### src/rtl/dcc_pkg.sv
// Shared types and constants for the DTMF command collector.
// Used by front, back, top and benches; depends on nothing.
`timescale 1ns / 1ps
package dcc_pkg;

  // Default buffer depth and timeout
  localparam int DCC_MAX_DIGITS = 20;
  localparam logic [19:0] DCC_TIMEOUT_RESET = 20'd10000;

  // Input modes
  localparam logic [1:0] MODE_SYMBOL = 2'd0;
  localparam logic [1:0] MODE_TICK   = 2'd1;
  localparam logic [1:0] MODE_FORCE  = 2'd2;

  // Symbol codes
  localparam logic [4:0] SYM_STAR = 5'd10;
  localparam logic [4:0] SYM_HASH = 5'd11;
  localparam logic [4:0] SYM_A    = 5'd12;
  localparam logic [4:0] SYM_B    = 5'd13;
  localparam logic [4:0] SYM_C    = 5'd14;
  localparam logic [4:0] SYM_D    = 5'd15;
  localparam logic [4:0] SYM_H    = 5'd16;
  localparam logic [4:0] SYM_LAST_DIGIT = 5'd9;

  // Buffer bank release from back end to front end
  typedef struct packed {
    logic valid;
    logic bank;
  } rel_t;

endpackage

### src/rtl/dcc_ram.sv
// Generic single-write, single-read RAM with registered read data.
// Standalone; no package dependency.
`timescale 1ns / 1ps
module dcc_ram #(
  parameter int W     = 4,
  parameter int DEPTH = 40
) (
  input  logic                     clk,
  input  logic                     we,
  input  logic [$clog2(DEPTH)-1:0] waddr,
  input  logic [W-1:0]             wdata,
  input  logic                     re,
  input  logic [$clog2(DEPTH)-1:0] raddr,
  output logic [W-1:0]             rdata
);

  logic [W-1:0] mem [DEPTH];

  // Write port
  always_ff @(posedge clk) begin
    if (we) begin
      mem[waddr] <= wdata;
    end
  end

  // Read port, hold data when not enabled
  always_ff @(posedge clk) begin
    if (re) begin
      rdata <= mem[raddr];
    end
  end

endmodule

### src/rtl/dcc_front.sv
// Front end: accepts requests, keeps the collection state and timer,
// writes symbols into the ping-pong buffer and queues finished commands.
// Depends on dcc_pkg.
`timescale 1ns / 1ps
module dcc_front
  import dcc_pkg::*;
#(
  parameter int MAX_DIGITS = DCC_MAX_DIGITS,
  localparam int CW = $clog2(MAX_DIGITS + 1),
  localparam int AW = $clog2(2 * MAX_DIGITS),
  localparam int QW = CW + 2
) (
  input  logic          clk,
  input  logic          rst,
  input  logic          in_valid,
  output logic          in_ready,
  input  logic [1:0]    mode,
  input  logic [4:0]    symbol,
  input  logic          cfg_wr_en,
  input  logic [19:0]   cfg_wr_data,
  output logic          ram_we,
  output logic [AW-1:0] ram_waddr,
  output logic [3:0]    ram_wdata,
  output logic          q_push,
  output logic [QW-1:0] q_din,
  input  logic          q_full,
  input  rel_t          rel
);

  // Collection state
  logic [19:0]   timeout;
  logic [CW-1:0] count, count_next;
  logic          guard, guard_next;
  logic [3:0]    prev, prev_next;
  logic          pv, pv_next;
  logic          first_star, first_star_next;
  logic          running, running_next;
  logic [19:0]   idle, idle_next;
  logic          bank, bank_next;
  logic [1:0]    busy, busy_next;

  logic          accept;
  logic          complete;
  logic          app;
  logic [3:0]    app_sym;
  logic          restart;
  logic [CW-1:0] base_cnt;
  logic [19:0]   idle_inc;
  logic          star_ok;

  assign in_ready = !q_full && !busy[bank];
  assign accept   = in_valid && in_ready;
  assign idle_inc = (idle != '1) ? idle + 20'd1 : idle;
  assign star_ok  = !(count == CW'(1) && first_star);

  // Classify the request and work out the next state
  always_comb begin
    count_next      = count;
    guard_next      = guard;
    prev_next       = prev;
    pv_next         = pv;
    first_star_next = first_star;
    running_next    = running;
    idle_next       = idle;
    bank_next       = bank;
    busy_next       = busy;
    complete        = 1'b0;
    app             = 1'b0;
    app_sym         = '0;
    restart         = 1'b0;

    if (accept) begin
      case (mode)
        MODE_TICK: begin
          if (running) begin
            if (idle_inc >= timeout) begin
              count_next   = '0;
              guard_next   = 1'b0;
              prev_next    = '0;
              pv_next      = 1'b0;
              running_next = 1'b0;
              idle_next    = '0;
            end else begin
              idle_next = idle_inc;
            end
          end
        end
        MODE_FORCE: begin
          complete = (count != '0);
        end
        MODE_SYMBOL: begin
          idle_next    = '0;
          running_next = 1'b1;
          if (symbol == SYM_HASH || (guard && symbol == SYM_C)) begin
            complete = 1'b1;
          end else if (symbol == SYM_A) begin
            guard_next = 1'b1;
            pv_next    = 1'b0;
          end else if (symbol == SYM_D) begin
            restart = 1'b1;
            app     = 1'b1;
            app_sym = SYM_D[3:0];
            pv_next = 1'b0;
          end else if (count < CW'(MAX_DIGITS)) begin
            if (symbol == SYM_H) begin
              app     = 1'b1;
              app_sym = SYM_HASH[3:0];
            end else if (symbol == SYM_B) begin
              if (guard && pv) begin
                app     = 1'b1;
                app_sym = prev;
                pv_next = 1'b0;
              end
            end else if (symbol <= SYM_LAST_DIGIT || (symbol == SYM_STAR && star_ok)) begin
              if (guard) begin
                if (!pv || prev != symbol[3:0]) begin
                  app       = 1'b1;
                  app_sym   = symbol[3:0];
                  prev_next = symbol[3:0];
                  pv_next   = 1'b1;
                end
              end else begin
                app     = 1'b1;
                app_sym = symbol[3:0];
              end
            end
          end
        end
        default: begin
        end
      endcase
    end

    // Append into the current bank
    base_cnt = restart ? '0 : count;
    if (app) begin
      count_next = base_cnt + CW'(1);
      if (base_cnt == '0) begin
        first_star_next = (app_sym == SYM_STAR[3:0]);
      end
    end

    // Hand a finished command to the back end and clear
    if (complete) begin
      count_next   = '0;
      guard_next   = 1'b0;
      prev_next    = '0;
      pv_next      = 1'b0;
      running_next = 1'b0;
      idle_next    = '0;
      if (count != '0) begin
        bank_next = ~bank;
      end
    end

    // Track which banks the back end still reads
    if (rel.valid) begin
      busy_next[rel.bank] = 1'b0;
    end
    if (complete && count != '0) begin
      busy_next[bank] = 1'b1;
    end
  end

  assign ram_we    = app;
  assign ram_wdata = app_sym;
  assign ram_waddr = AW'(base_cnt) + (bank ? AW'(MAX_DIGITS) : AW'(0));
  assign q_push    = complete;
  assign q_din     = {(count == '0), bank, count};

  // Timeout register
  always_ff @(posedge clk) begin
    if (rst) begin
      timeout <= DCC_TIMEOUT_RESET;
    end else if (cfg_wr_en) begin
      timeout <= cfg_wr_data;
    end
  end

  // State registers
  always_ff @(posedge clk) begin
    if (rst) begin
      count      <= '0;
      guard      <= 1'b0;
      prev       <= '0;
      pv         <= 1'b0;
      first_star <= 1'b0;
      running    <= 1'b0;
      idle       <= '0;
      bank       <= 1'b0;
      busy       <= '0;
    end else begin
      count      <= count_next;
      guard      <= guard_next;
      prev       <= prev_next;
      pv         <= pv_next;
      first_star <= first_star_next;
      running    <= running_next;
      idle       <= idle_next;
      bank       <= bank_next;
      busy       <= busy_next;
    end
  end

endmodule

### src/rtl/dcc_queue.sv
// Two-entry queue of finished command descriptors between front and back.
// Standalone; no package dependency.
`timescale 1ns / 1ps
module dcc_queue #(
  parameter int W = 7
) (
  input  logic         clk,
  input  logic         rst,
  input  logic         push,
  input  logic [W-1:0] din,
  input  logic         pop,
  output logic [W-1:0] dout,
  output logic         full,
  output logic         nempty
);

  logic [W-1:0] entry [2];
  logic         wptr;
  logic         rptr;
  logic [1:0]   fill;

  assign full   = (fill == 2'd2);
  assign nempty = (fill != 2'd0);
  assign dout   = entry[rptr];

  // Store pushed descriptor
  always_ff @(posedge clk) begin
    if (push) begin
      entry[wptr] <= din;
    end
  end

  // Advance pointers and fill level
  always_ff @(posedge clk) begin
    if (rst) begin
      wptr <= 1'b0;
      rptr <= 1'b0;
      fill <= '0;
    end else begin
      if (push) begin
        wptr <= ~wptr;
      end
      if (pop) begin
        rptr <= ~rptr;
      end
      case ({push, pop})
        2'b10:   fill <= fill + 2'd1;
        2'b01:   fill <= fill - 2'd1;
        default: fill <= fill;
      endcase
    end
  end

endmodule

### src/rtl/dcc_back.sv
// Back end: takes command descriptors, reads buffer symbols one per cycle
// unless output stalls and drives the result register. Depends on dcc_pkg.
`timescale 1ns / 1ps
module dcc_back
  import dcc_pkg::*;
#(
  parameter int MAX_DIGITS = DCC_MAX_DIGITS,
  localparam int CW = $clog2(MAX_DIGITS + 1),
  localparam int AW = $clog2(2 * MAX_DIGITS),
  localparam int QW = CW + 2
) (
  input  logic          clk,
  input  logic          rst,
  input  logic [QW-1:0] q_dout,
  input  logic          q_nempty,
  output logic          q_pop,
  output logic          ram_re,
  output logic [AW-1:0] ram_raddr,
  input  logic [3:0]    ram_rdata,
  output rel_t          rel,
  output logic          out_valid,
  input  logic          out_ready,
  output logic [3:0]    symbol_res,
  output logic          last,
  output logic          empty_command
);

  logic          active;
  logic          cur_bank;
  logic [CW-1:0] cur_idx;
  logic [CW-1:0] cur_count;
  logic          rd_pend;
  logic          rd_last;

  logic          q_empty_cmd;
  logic          q_bank;
  logic [CW-1:0] q_count;
  logic          out_free;
  logic          load_rd;
  logic          pop_empty;
  logic          pop_cmd;
  logic          issue;
  logic          issue_last;

  assign {q_empty_cmd, q_bank, q_count} = q_dout;

  assign out_free   = !out_valid || out_ready;
  assign load_rd    = rd_pend && out_free;
  assign pop_empty  = !active && q_nempty && q_empty_cmd && !rd_pend && out_free;
  assign pop_cmd    = !active && q_nempty && !q_empty_cmd;
  assign q_pop      = pop_empty || pop_cmd;
  assign issue      = active && (!rd_pend || load_rd);
  assign issue_last = (cur_idx + CW'(1) == cur_count);

  assign ram_re    = issue;
  assign ram_raddr = AW'(cur_idx) + (cur_bank ? AW'(MAX_DIGITS) : AW'(0));

  // Release the bank once its last symbol has been read
  assign rel.valid = issue && issue_last;
  assign rel.bank  = cur_bank;

  // Read sequencer
  always_ff @(posedge clk) begin
    if (rst) begin
      active  <= 1'b0;
      rd_pend <= 1'b0;
    end else begin
      if (pop_cmd) begin
        active <= 1'b1;
      end else if (issue && issue_last) begin
        active <= 1'b0;
      end
      if (issue) begin
        rd_pend <= 1'b1;
      end else if (load_rd) begin
        rd_pend <= 1'b0;
      end
    end
  end

  // Command position and read tag
  always_ff @(posedge clk) begin
    if (pop_cmd) begin
      cur_bank  <= q_bank;
      cur_count <= q_count;
      cur_idx   <= '0;
    end else if (issue) begin
      cur_idx <= cur_idx + CW'(1);
    end
    if (issue) begin
      rd_last <= issue_last;
    end
  end

  // Result register
  always_ff @(posedge clk) begin
    if (rst) begin
      out_valid <= 1'b0;
    end else if (load_rd || pop_empty) begin
      out_valid <= 1'b1;
    end else if (out_ready) begin
      out_valid <= 1'b0;
    end
  end

  always_ff @(posedge clk) begin
    if (load_rd) begin
      symbol_res    <= ram_rdata;
      last          <= rd_last;
      empty_command <= 1'b0;
    end else if (pop_empty) begin
      symbol_res    <= '0;
      last          <= 1'b1;
      empty_command <= 1'b1;
    end
  end

endmodule

### src/rtl/dtmf_command_collector.sv
// Top level of the DTMF command collector: front end, descriptor queue,
// ping-pong symbol buffer and back end. Depends on dcc_pkg and submodules.
//
//   channel   signals                                   direction
//   input     in_valid/in_ready, mode, symbol          request in
//   result    out_valid/out_ready, symbol_res, last,   request out
//             empty_command
//   config    cfg_wr_en, cfg_wr_data (timeout_ticks)   write only
//
// The front end takes one request per cycle unless stalled; symbols and
// ticks finish in it. A completion emits its N stored symbols one per cycle
// while results are taken; the first passes queue pop, RAM read, then the
// result register. An empty command passes the queue and result register.
// The front end stalls while both queue slots are taken or while the buffer
// bank it would fill is still being read out. Reset is synchronous and
// needs no clearing pass; the buffer is only read below its fill count.
`timescale 1ns / 1ps
module dtmf_command_collector
  import dcc_pkg::*;
#(
  parameter int MAX_DIGITS = DCC_MAX_DIGITS
) (
  input  logic        clk,
  input  logic        rst,
  input  logic        in_valid,
  output logic        in_ready,
  input  logic [1:0]  mode,
  input  logic [4:0]  symbol,
  input  logic        cfg_wr_en,
  input  logic [19:0] cfg_wr_data,
  output logic        out_valid,
  input  logic        out_ready,
  output logic [3:0]  symbol_res,
  output logic        last,
  output logic        empty_command
);

  localparam int CW    = $clog2(MAX_DIGITS + 1);
  localparam int DEPTH = 2 * MAX_DIGITS;
  localparam int AW    = $clog2(DEPTH);
  localparam int QW    = CW + 2;

  logic          ram_we;
  logic [AW-1:0] ram_waddr;
  logic [3:0]    ram_wdata;
  logic          ram_re;
  logic [AW-1:0] ram_raddr;
  logic [3:0]    ram_rdata;
  logic          q_push;
  logic          q_pop;
  logic [QW-1:0] q_din;
  logic [QW-1:0] q_dout;
  logic          q_full;
  logic          q_nempty;
  rel_t          rel;

  // Accept and classify requests
  dcc_front #(.MAX_DIGITS(MAX_DIGITS)) u_front (
    .clk        (clk),
    .rst        (rst),
    .in_valid   (in_valid),
    .in_ready   (in_ready),
    .mode       (mode),
    .symbol     (symbol),
    .cfg_wr_en  (cfg_wr_en),
    .cfg_wr_data(cfg_wr_data),
    .ram_we     (ram_we),
    .ram_waddr  (ram_waddr),
    .ram_wdata  (ram_wdata),
    .q_push     (q_push),
    .q_din      (q_din),
    .q_full     (q_full),
    .rel        (rel)
  );

  // Finished command descriptors
  dcc_queue #(.W(QW)) u_queue (
    .clk   (clk),
    .rst   (rst),
    .push  (q_push),
    .din   (q_din),
    .pop   (q_pop),
    .dout  (q_dout),
    .full  (q_full),
    .nempty(q_nempty)
  );

  // Two banks of command symbols
  dcc_ram #(.W(4), .DEPTH(DEPTH)) u_ram (
    .clk  (clk),
    .we   (ram_we),
    .waddr(ram_waddr),
    .wdata(ram_wdata),
    .re   (ram_re),
    .raddr(ram_raddr),
    .rdata(ram_rdata)
  );

  // Read out commands
  dcc_back #(.MAX_DIGITS(MAX_DIGITS)) u_back (
    .clk          (clk),
    .rst          (rst),
    .q_dout       (q_dout),
    .q_nempty     (q_nempty),
    .q_pop        (q_pop),
    .ram_re       (ram_re),
    .ram_raddr    (ram_raddr),
    .ram_rdata    (ram_rdata),
    .rel          (rel),
    .out_valid    (out_valid),
    .out_ready    (out_ready),
    .symbol_res   (symbol_res),
    .last         (last),
    .empty_command(empty_command)
  );

endmodule

### config.mk
export PLATFORM = sky130hd
export DESIGN_NAME = dtmf_command_collector
export DESIGN_NICKNAME = d
export VERILOG_FILES = /design/src/rtl/dcc_pkg.sv /design/src/rtl/dcc_ram.sv /design/src/rtl/dcc_front.sv /design/src/rtl/dcc_queue.sv /design/src/rtl/dcc_back.sv /design/src/rtl/dtmf_command_collector.sv
export SDC_FILE = /design/constraint.sdc
export NUM_CORES = 1
export LEC_CHECK = 0
export BUFFER_PORTS_ARGS = -buffer_cell sky130_fd_sc_hd__buf_2
export CELL_PAD_IN_SITES_DETAIL_PLACEMENT = 0
export CELL_PAD_IN_SITES_GLOBAL_PLACEMENT = 1
export CORE_MARGIN = 3
export CORE_UTILIZATION = 49
export CTS_BUF_LIST = sky130_fd_sc_hd__clkbuf_2 sky130_fd_sc_hd__clkbuf_4 sky130_fd_sc_hd__clkbuf_8
export CTS_CLUSTER_DIAMETER = 100
export CTS_CLUSTER_SIZE = 20
export DETAILED_ROUTE_END_ITERATION = 8
export PLACE_DENSITY = 0.88
export SLEW_MARGIN = 20
export SYNTH_ARGS = -nofsm -noshare
export SYNTH_HDL_FRONTEND = slang
export SYNTH_SLANG_ARGS = --single-unit
export TNS_END_PERCENT = 20
### constraint.sdc
create_clock -name clk -period 3.7 [get_ports clk]
set_clock_uncertainty 0.1 [all_clocks]
set_input_delay 0.74 -clock clk [delete_from_list [all_inputs] [get_ports clk]]
set_output_delay 0.74 -clock clk [all_outputs]
set_load 0.05 [all_outputs]
# ---- After elaboration in Yosys (flattened, before gate mapping)
# Memories as Yosys holds them, arrays and structs flattened. A register that Yosys moved wholly into a read port is not among the register bits.
# Cells that the tools add are included.
dict set report classes {
  addsub 7
  multipliers 0
  div 0
  order_cmp 7
  n_eq_ne 35
  n_shift 0
  mux 100
  bitwise_logic 6
  n_reduce_logical 56
}
# operator n
set ops {}
lappend ops {{$mux W4} 25}
lappend ops {{$mux W20} 3}
lappend ops {{$mux W1} 53}
lappend ops {{$mux W5} 8}
lappend ops {{$pmux W20 S2} 1}
lappend ops {{$eq A5 B4 Y1 const B} 6}
lappend ops {{$reduce_bool A2 Y1} 11}
lappend ops {{$add A20 B1 Y20 const B} 1}
lappend ops {{$ge A20 B20 Y1} 1}
lappend ops {{$ne A20 B20 Y1 const B} 1}
lappend ops {{$logic_and A1 B1 Y1} 17}
lappend ops {{$ne A5 B1 Y1 const B} 3}
lappend ops {{$ne A2 B1 Y1 const B} 7}
lappend ops {{$reduce_and A13 Y1} 1}
lappend ops {{$add A5 B6 Y6} 2}
lappend ops {{$reduce_and A11 Y1} 1}
lappend ops {{$add A5 B1 Y5 const B} 2}
lappend ops {{$logic_not A5 Y1} 2}
lappend ops {{$ne A2 B2 Y1 const B} 5}
lappend ops {{$logic_not A1 Y1} 8}
lappend ops {{$pmux W1 S2} 4}
lappend ops {{$pmux W4 S2} 1}
lappend ops {{$logic_or A1 B1 Y1} 7}
lappend ops {{$eq A2 B2 Y1 const B} 3}
lappend ops {{29 further kinds} 38}
dict set report word_totals {
  register_bits 81
  latchBits 0
  mem_bits_rw 174
  rom_bits 0
  input_bits 32
  out_inout_bits 8
  wordCells 236
  mem_count 2
}
# name depth width read_ports rd_ports_with_merged_regs write_ports line
set mem_list {}
lappend mem_list {u_ram.mem 40 4 1 1 1 dcc_ram.sv:17} ;# logic [W-1:0] mem [DEPTH];
lappend mem_list {u_queue.entry 2 7 1 1 1 dcc_queue.sv:17} ;# logic [W-1:0] entry [2];

# ---- Logic depth before layout (Yosys ltp)
dict set report logic_depth {
  word_depth 16
  mapped_depth 16
  depth_no_buf 12
}

# ---- Modules after synthesis
# From an unflattened synthesis, not the netlist that was laid out.
dict set report hier_totals {
  cells_unflattened 981
  area_unflattened_um2 12144.1
}
# module instances cells_each area_per_inst_um2 seq_area_each_um2
set by_module_without_submodules {}
lappend by_module_without_submodules {dcc_ram 1 385 6766.5 4924.7}
lappend by_module_without_submodules {dcc_front 1 467 3696.0 1121.1}
lappend by_module_without_submodules {dcc_back 1 85 970.9 540.5}
lappend by_module_without_submodules {dcc_queue 1 44 710.7 520.5}

# ---- Least setup slack after synthesis
# OpenSTA, ideal clock, no wires.
dict set report synth_path {
  path_kind {flip-flop to flip-flop}
  from {reg u_front.idle[7]}
  to {reg u_front.idle[11]}
  setup_ps 74
  arrival_time_ps 3363
  required_time_ps 3526
  slack_ps 163
  stages_incl_launch_ff 16
  n_path_buf 3
  synth_period_minus_slack_ps 3537
  cell_sequence {dfxtp_1 -> buf_2 -> and4_1 -> clkbuf_1 -> and3_1 -> a31oi_2 -> nand3_1 -> xnor2_1 -> ha_1 -> a211oi_1 -> o22ai_1 -> or3_1 -> o21ai_1 -> clkbuf_1 -> a41oi_1 -> a31oi_1}
}
dict set report synth_between {
  elab_chain_len 6
  elab_cells_between_ends 7
  cone_classes {add/sub (1); order compare (1); eq/ne (1); mux (4)}
}
# element line
set synth_rtl {}
lappend synth_rtl {{start: declaration} dcc_front.sv:38} ;# logic [19:0] idle, idle_next;
lappend synth_rtl {{start signal: assignment} dcc_front.sv:199} ;# idle <= idle_next;
lappend synth_rtl {{$add A20 B1 Y20 / $ne A20 B20 Y1 (equally long branches)} dcc_front.sv:53} ;# assign idle_inc = (idle != '1) ? idle + 20'd1 : idle;
lappend synth_rtl {{$mux W20 (*)} dcc_front.sv:53}
lappend synth_rtl {{$ge A20 B20 Y1} dcc_front.sv:76} ;# if (idle_inc >= timeout) begin
lappend synth_rtl {{$mux W20 (*)} dcc_front.sv:76}
lappend synth_rtl {{$mux W20 (*)} dcc_front.sv:75} ;# if (running) begin
lappend synth_rtl {{$pmux W20 S2 (*)} dcc_front.sv:73} ;# case (mode)
# Every way passes the cells marked *; elsewhere a longest branch is shown, timed or not. The select of a mux whose other input is x is not followed.
# A chain may end at the register's enable or synchronous reset.

# ---- Worst setup path after layout
dict set report layout_path {
  from {reg u_front.idle[13]}
  to {reg u_front.idle[18]}
}
# Same word-level chain as after synthesis.

==> results by group <==
Critical path
  – Most Frequent Cell on Critical Path: or2_1
  – Crit path kind: register to register
  – R2R Setup Slk: 0.22 ns
  – CP required: 4.03 ns
  – Worst r2r dst: u_front.idle[18]
  – CP bufs+invs: 2
  – Startpoint Class: register
  – Critical path's slowest cell: dfxtp_2
  – Crit. End Element: register
  – Crit-path cells: and4_1, nand4_1, or2_1, and2_1, or2_1, ha_1, a2111oi_1, nor3_1, o21ai_2, buf_12, buf_4, nand3_1, a21oi_1
  – Largest delay share family, worst path: simple AND/OR/NAND/NOR gates
  – Reg2reg path depth: 13
  – CP Max Fanout: 23
  – Crit path DAT: 3.80 ns
  – CP max stage delay: 0.42 ns
  – R2r startpoint: u_front.idle[13]

Min path
  – Hold_sp: cfg_wr_data[8]
  – Hold worst-path end: u_front.timeout[8]
  – Hold crit path type: primary input to register
  – Hold path depth: 3

Synth
  – Adder-cell share of the synthesized area: 0.0323
  – Syn avg cell area: 13.2 um^2
  – Cell variety after synth: 74
  – Flops & latches, synth: 260
  – Seq/Total Area, Yosys: 0.592
  – Synth warnings: 0
  – Largest family of logic cells by synthesized area: simple AND/OR/NAND/NOR gates
  – Cells after synthesis: 908
  – Syn nets: 971
  – Simple-gate share of the synthesized area: 0.125
  – Mux share of post-synthesis cell area: 0.121
  – Fraction of synthesized cell area in xor and xnor cells: 0.0255
  – Synth async-reset ratio: 0
  – Synthesized area: 12000 um^2
  – Post-synth top flop: edfxtp_1
  – EDFF count, synth: 190
  – Compound-gate portion of the synthesized area: 0.0782

STA
  – Fmax: 288 MHz
  – Setup-failing EPs final: 0
  – Tightest Pin Transition: 0.997 ns
  – Final Slew Violations: 0
  – Fin crit share: 0.940
  – Max-slew headroom: 0.333
  – Period minus WS final: 3.48 ns
  – Fin Hold WS: 0.311 ns
  – TNS Setup: 0 ns
  – Hold Vio Cnt, Final: 0

CTS
  – CTS tree: yes
  – H-tree levels: 1
  – Total CTS buffers: 17
  – Clk slew on worst S/H paths: 0.13 ns
  – Later-pin clock latency in the skew report: 0.54 ns
  – Hold_buf cts: 0
  – Root buffer cell: clkbuf_8
  – Clk buf depth: 3
  – Num Clock Sinks: 260

Power and ir drop
  – Flop pwr share: 0.540
  – Max IR drop VDD: 271 uV
  – Switching power: 1.73 mW
  – Gate power share: 0.219
  – Pint: 4.54 mW
  – PwrDens: 475 nW/um^2
  – Sw Share: 0.275
  – Clk network pwr share: 0.241
  – Final Power: 6.27 mW
  – Lkg Pwr: 4.61 nW

Place
  – Final Wtd Congestion: 0.805
  – Post-DP Area: 12800 um^2
  – # port buffers: 39
  – DP HPWL: 17200 um

Global route
  – Initial antenna violation count: 0
  – Global route overflow: 0
  – Vias in the first global route: 7388
  – Largest net degree at the start of global routing: 41
  – First-pass GRT wire length: 39900 um
  – Total track usage: 0.189

Drt
  – Pre-antenna DRT Iters: 5
  – Wire per inst: 19.1 um
  – Routed wire length: 24700 um
  – DR vias/cell: 5.76
  – DRC Markers: 0
  – DRT iter0 DRCs: 657
  – Routed Antenna Nets: 0
  – Via count: 7471

Floorplanning
  – # IOs: 40
  – Starting density of the core: 0.505
  – Core Region: 23800 um^2
  – Die Wd: 163 um
  – Die area: 26400 um^2
  – Height of the chip: 163 um
  – Cell Rows: 56

Run
  – Max cap viols: 0

Finish
  – Area growth, synth to finish: 9.93%
  – Layout cells sized above 1: 0.210
  – Antenna cells: 0
  – Fillers: 1974
  – Design area: 13200 um^2
  – Nets@finish: 1031

Outcome
  – Status: completed
-- per-layer routing --
metal  wire [um]  part of all wire  vias to the layer above  GRT usage
met2       11600              0.47                      184      0.301
met1       11500              0.47                     3679      0.279
met3        1180             0.048                       30     0.0272
met5           0                 0                        -          0
li1            -                 -                     3578          -
met4         458             0.019                        0     0.0419
-- stage by stage --
step | cells | setup slack, ns | utilization
floorplan | 908 | 0.163 | -
global placement | 1265 | 0.0615 | 0.537
detailed placement | 1265 | 0.0241 | 0.537
CTS | 1295 | 0.00272 | 0.552
global route | 1298 | -0.0612 | 0.556
finish | 1298 | 0.222 | 0.556
-- synthesized netlist by cell type (5+ instances only) --
master | instances | share of area
buf_2 | 13 | 0.0054
mux2_2 | 8 | 0.0075
nor3_1 | 12 | 0.0050
a31oi_1 | 19 | 0.0099
nand4_1 | 12 | 0.0063
nand3_1 | 33 | 0.014
clkbuf_1 | 23 | 0.0072
or4_1 | 6 | 0.0038
a21oi_1 | 24 | 0.010
nor2_1 | 92 | 0.029
and3_1 | 10 | 0.0052
xor2_1 | 14 | 0.010
or3_1 | 5 | 0.0026
ha_1 | 31 | 0.032
inv_1 | 36 | 0.011
o21ai_0 | 17 | 0.0071
a211oi_1 | 10 | 0.0063
mux2i_1 | 24 | 0.020
o21ai_1 | 6 | 0.0025
mux4_2 | 48 | 0.090
nand3b_1 | 8 | 0.0050
a32oi_1 | 5 | 0.0036
or2_1 | 5 | 0.0026
dfxtp_1 | 70 | 0.12
nand2_1 | 46 | 0.014
o211ai_1 | 9 | 0.0056
xnor2_1 | 21 | 0.015
nand2b_1 | 6 | 0.0031
nor2b_1 | 10 | 0.0052
edfxtp_1 | 190 | 0.48
and2_1 | 18 | 0.0094
-- what timing repair did --
action / in CTS / in global routing
resized for setup: 0 / 22
setup endpoints to repair: 0 / 31
setup buffers: 0 / 3
-- sequential cells by signal, summed over array words and instances, names as in the netlist, 2 cells and up, named ones only --
name               count
u_front.busy           2
u_back.cur_count       5
u_back.symbol_res      4
u_front.prev           4
u_front.count          5
u_back.cur_idx         5
u_front.timeout       20
u_queue.entry         14
u_ram.mem            160
u_front.idle          20
u_ram.rdata            4
u_queue.fill           2
-- power groups by stage --
stage               sequential (mW)  clock [mW]  combinational [mW]
floorplan                      3.42           0                1.07
global placement               3.45           0                1.35
detailed placement             3.45           0                1.38
CTS                            3.39        1.54                1.39
global route                   3.40        1.65                1.49
finish                         3.38        1.51                1.38
-- area by class of cell --
| class | instances | area, um^2 | share of cell area |
|---|---|---|---|
| timing repair buffer | 82 | 543 | 0.0411 |
| clock inverter | 3 | 53.8 | 0.00408 |
| sequential | 260 | 7120 | 0.540 |
| multi-input combinational | 571 | 4630 | 0.351 |
| clock buffer | 27 | 309 | 0.0234 |
| inverter | 36 | 135 | 0.0102 |
| tap | 319 | 399 | 0.0302 |
-- tightest hold or removal path, stage by stage --
cell,delay (ns)
buf_2,0.08
nand2_1,0.05
o211ai_1,0.06
-- layout by cell type (no fill, tap or decap), types with 11 or more instances in the layout --
cell type / instances
edfxtp_1: 190
nor2_1: 89
dfxtp_1: 57
mux4_2: 48
nand2_1: 46
buf_4: 41
buf_2: 39
inv_1: 36
nand3_1: 31
ha_1: 31
a21oi_1: 24
mux2i_1: 24
xnor2_1: 21
a31oi_1: 19
and2_1: 18
o21ai_0: 17
clkbuf_8: 17
xor2_1: 14
dfxtp_2: 13
nand4_1: 12
nor3_1: 11
-- how the worst max path moves through the flow --
stage                          start               end  slack, ns  cells after the start
floorplan            u_front.idle[7]  u_front.idle[11]       0.16                     15
global placement           symbol[4]  u_ram.mem[37][0]       0.06                      9
detailed placement         symbol[4]  u_ram.mem[37][1]       0.02                      9
CTS                  u_front.idle[9]   u_front.prev[2]      0.003                     11
global route        u_front.idle[13]   u_front.idle[0]      -0.06                     13
finish              u_front.idle[13]  u_front.idle[18]       0.22                     13
-- kinds of logic after synthesis --
group,after synthesis
and+or+nand+nor,288
DFF,260
AOI/OAI and AO/OA,134
muxes,83
buffers and inverters,77
xor gates and xnor gates,35
adders and majority gates,31
No activity file was read; power rests on OpenSTA's default activity.
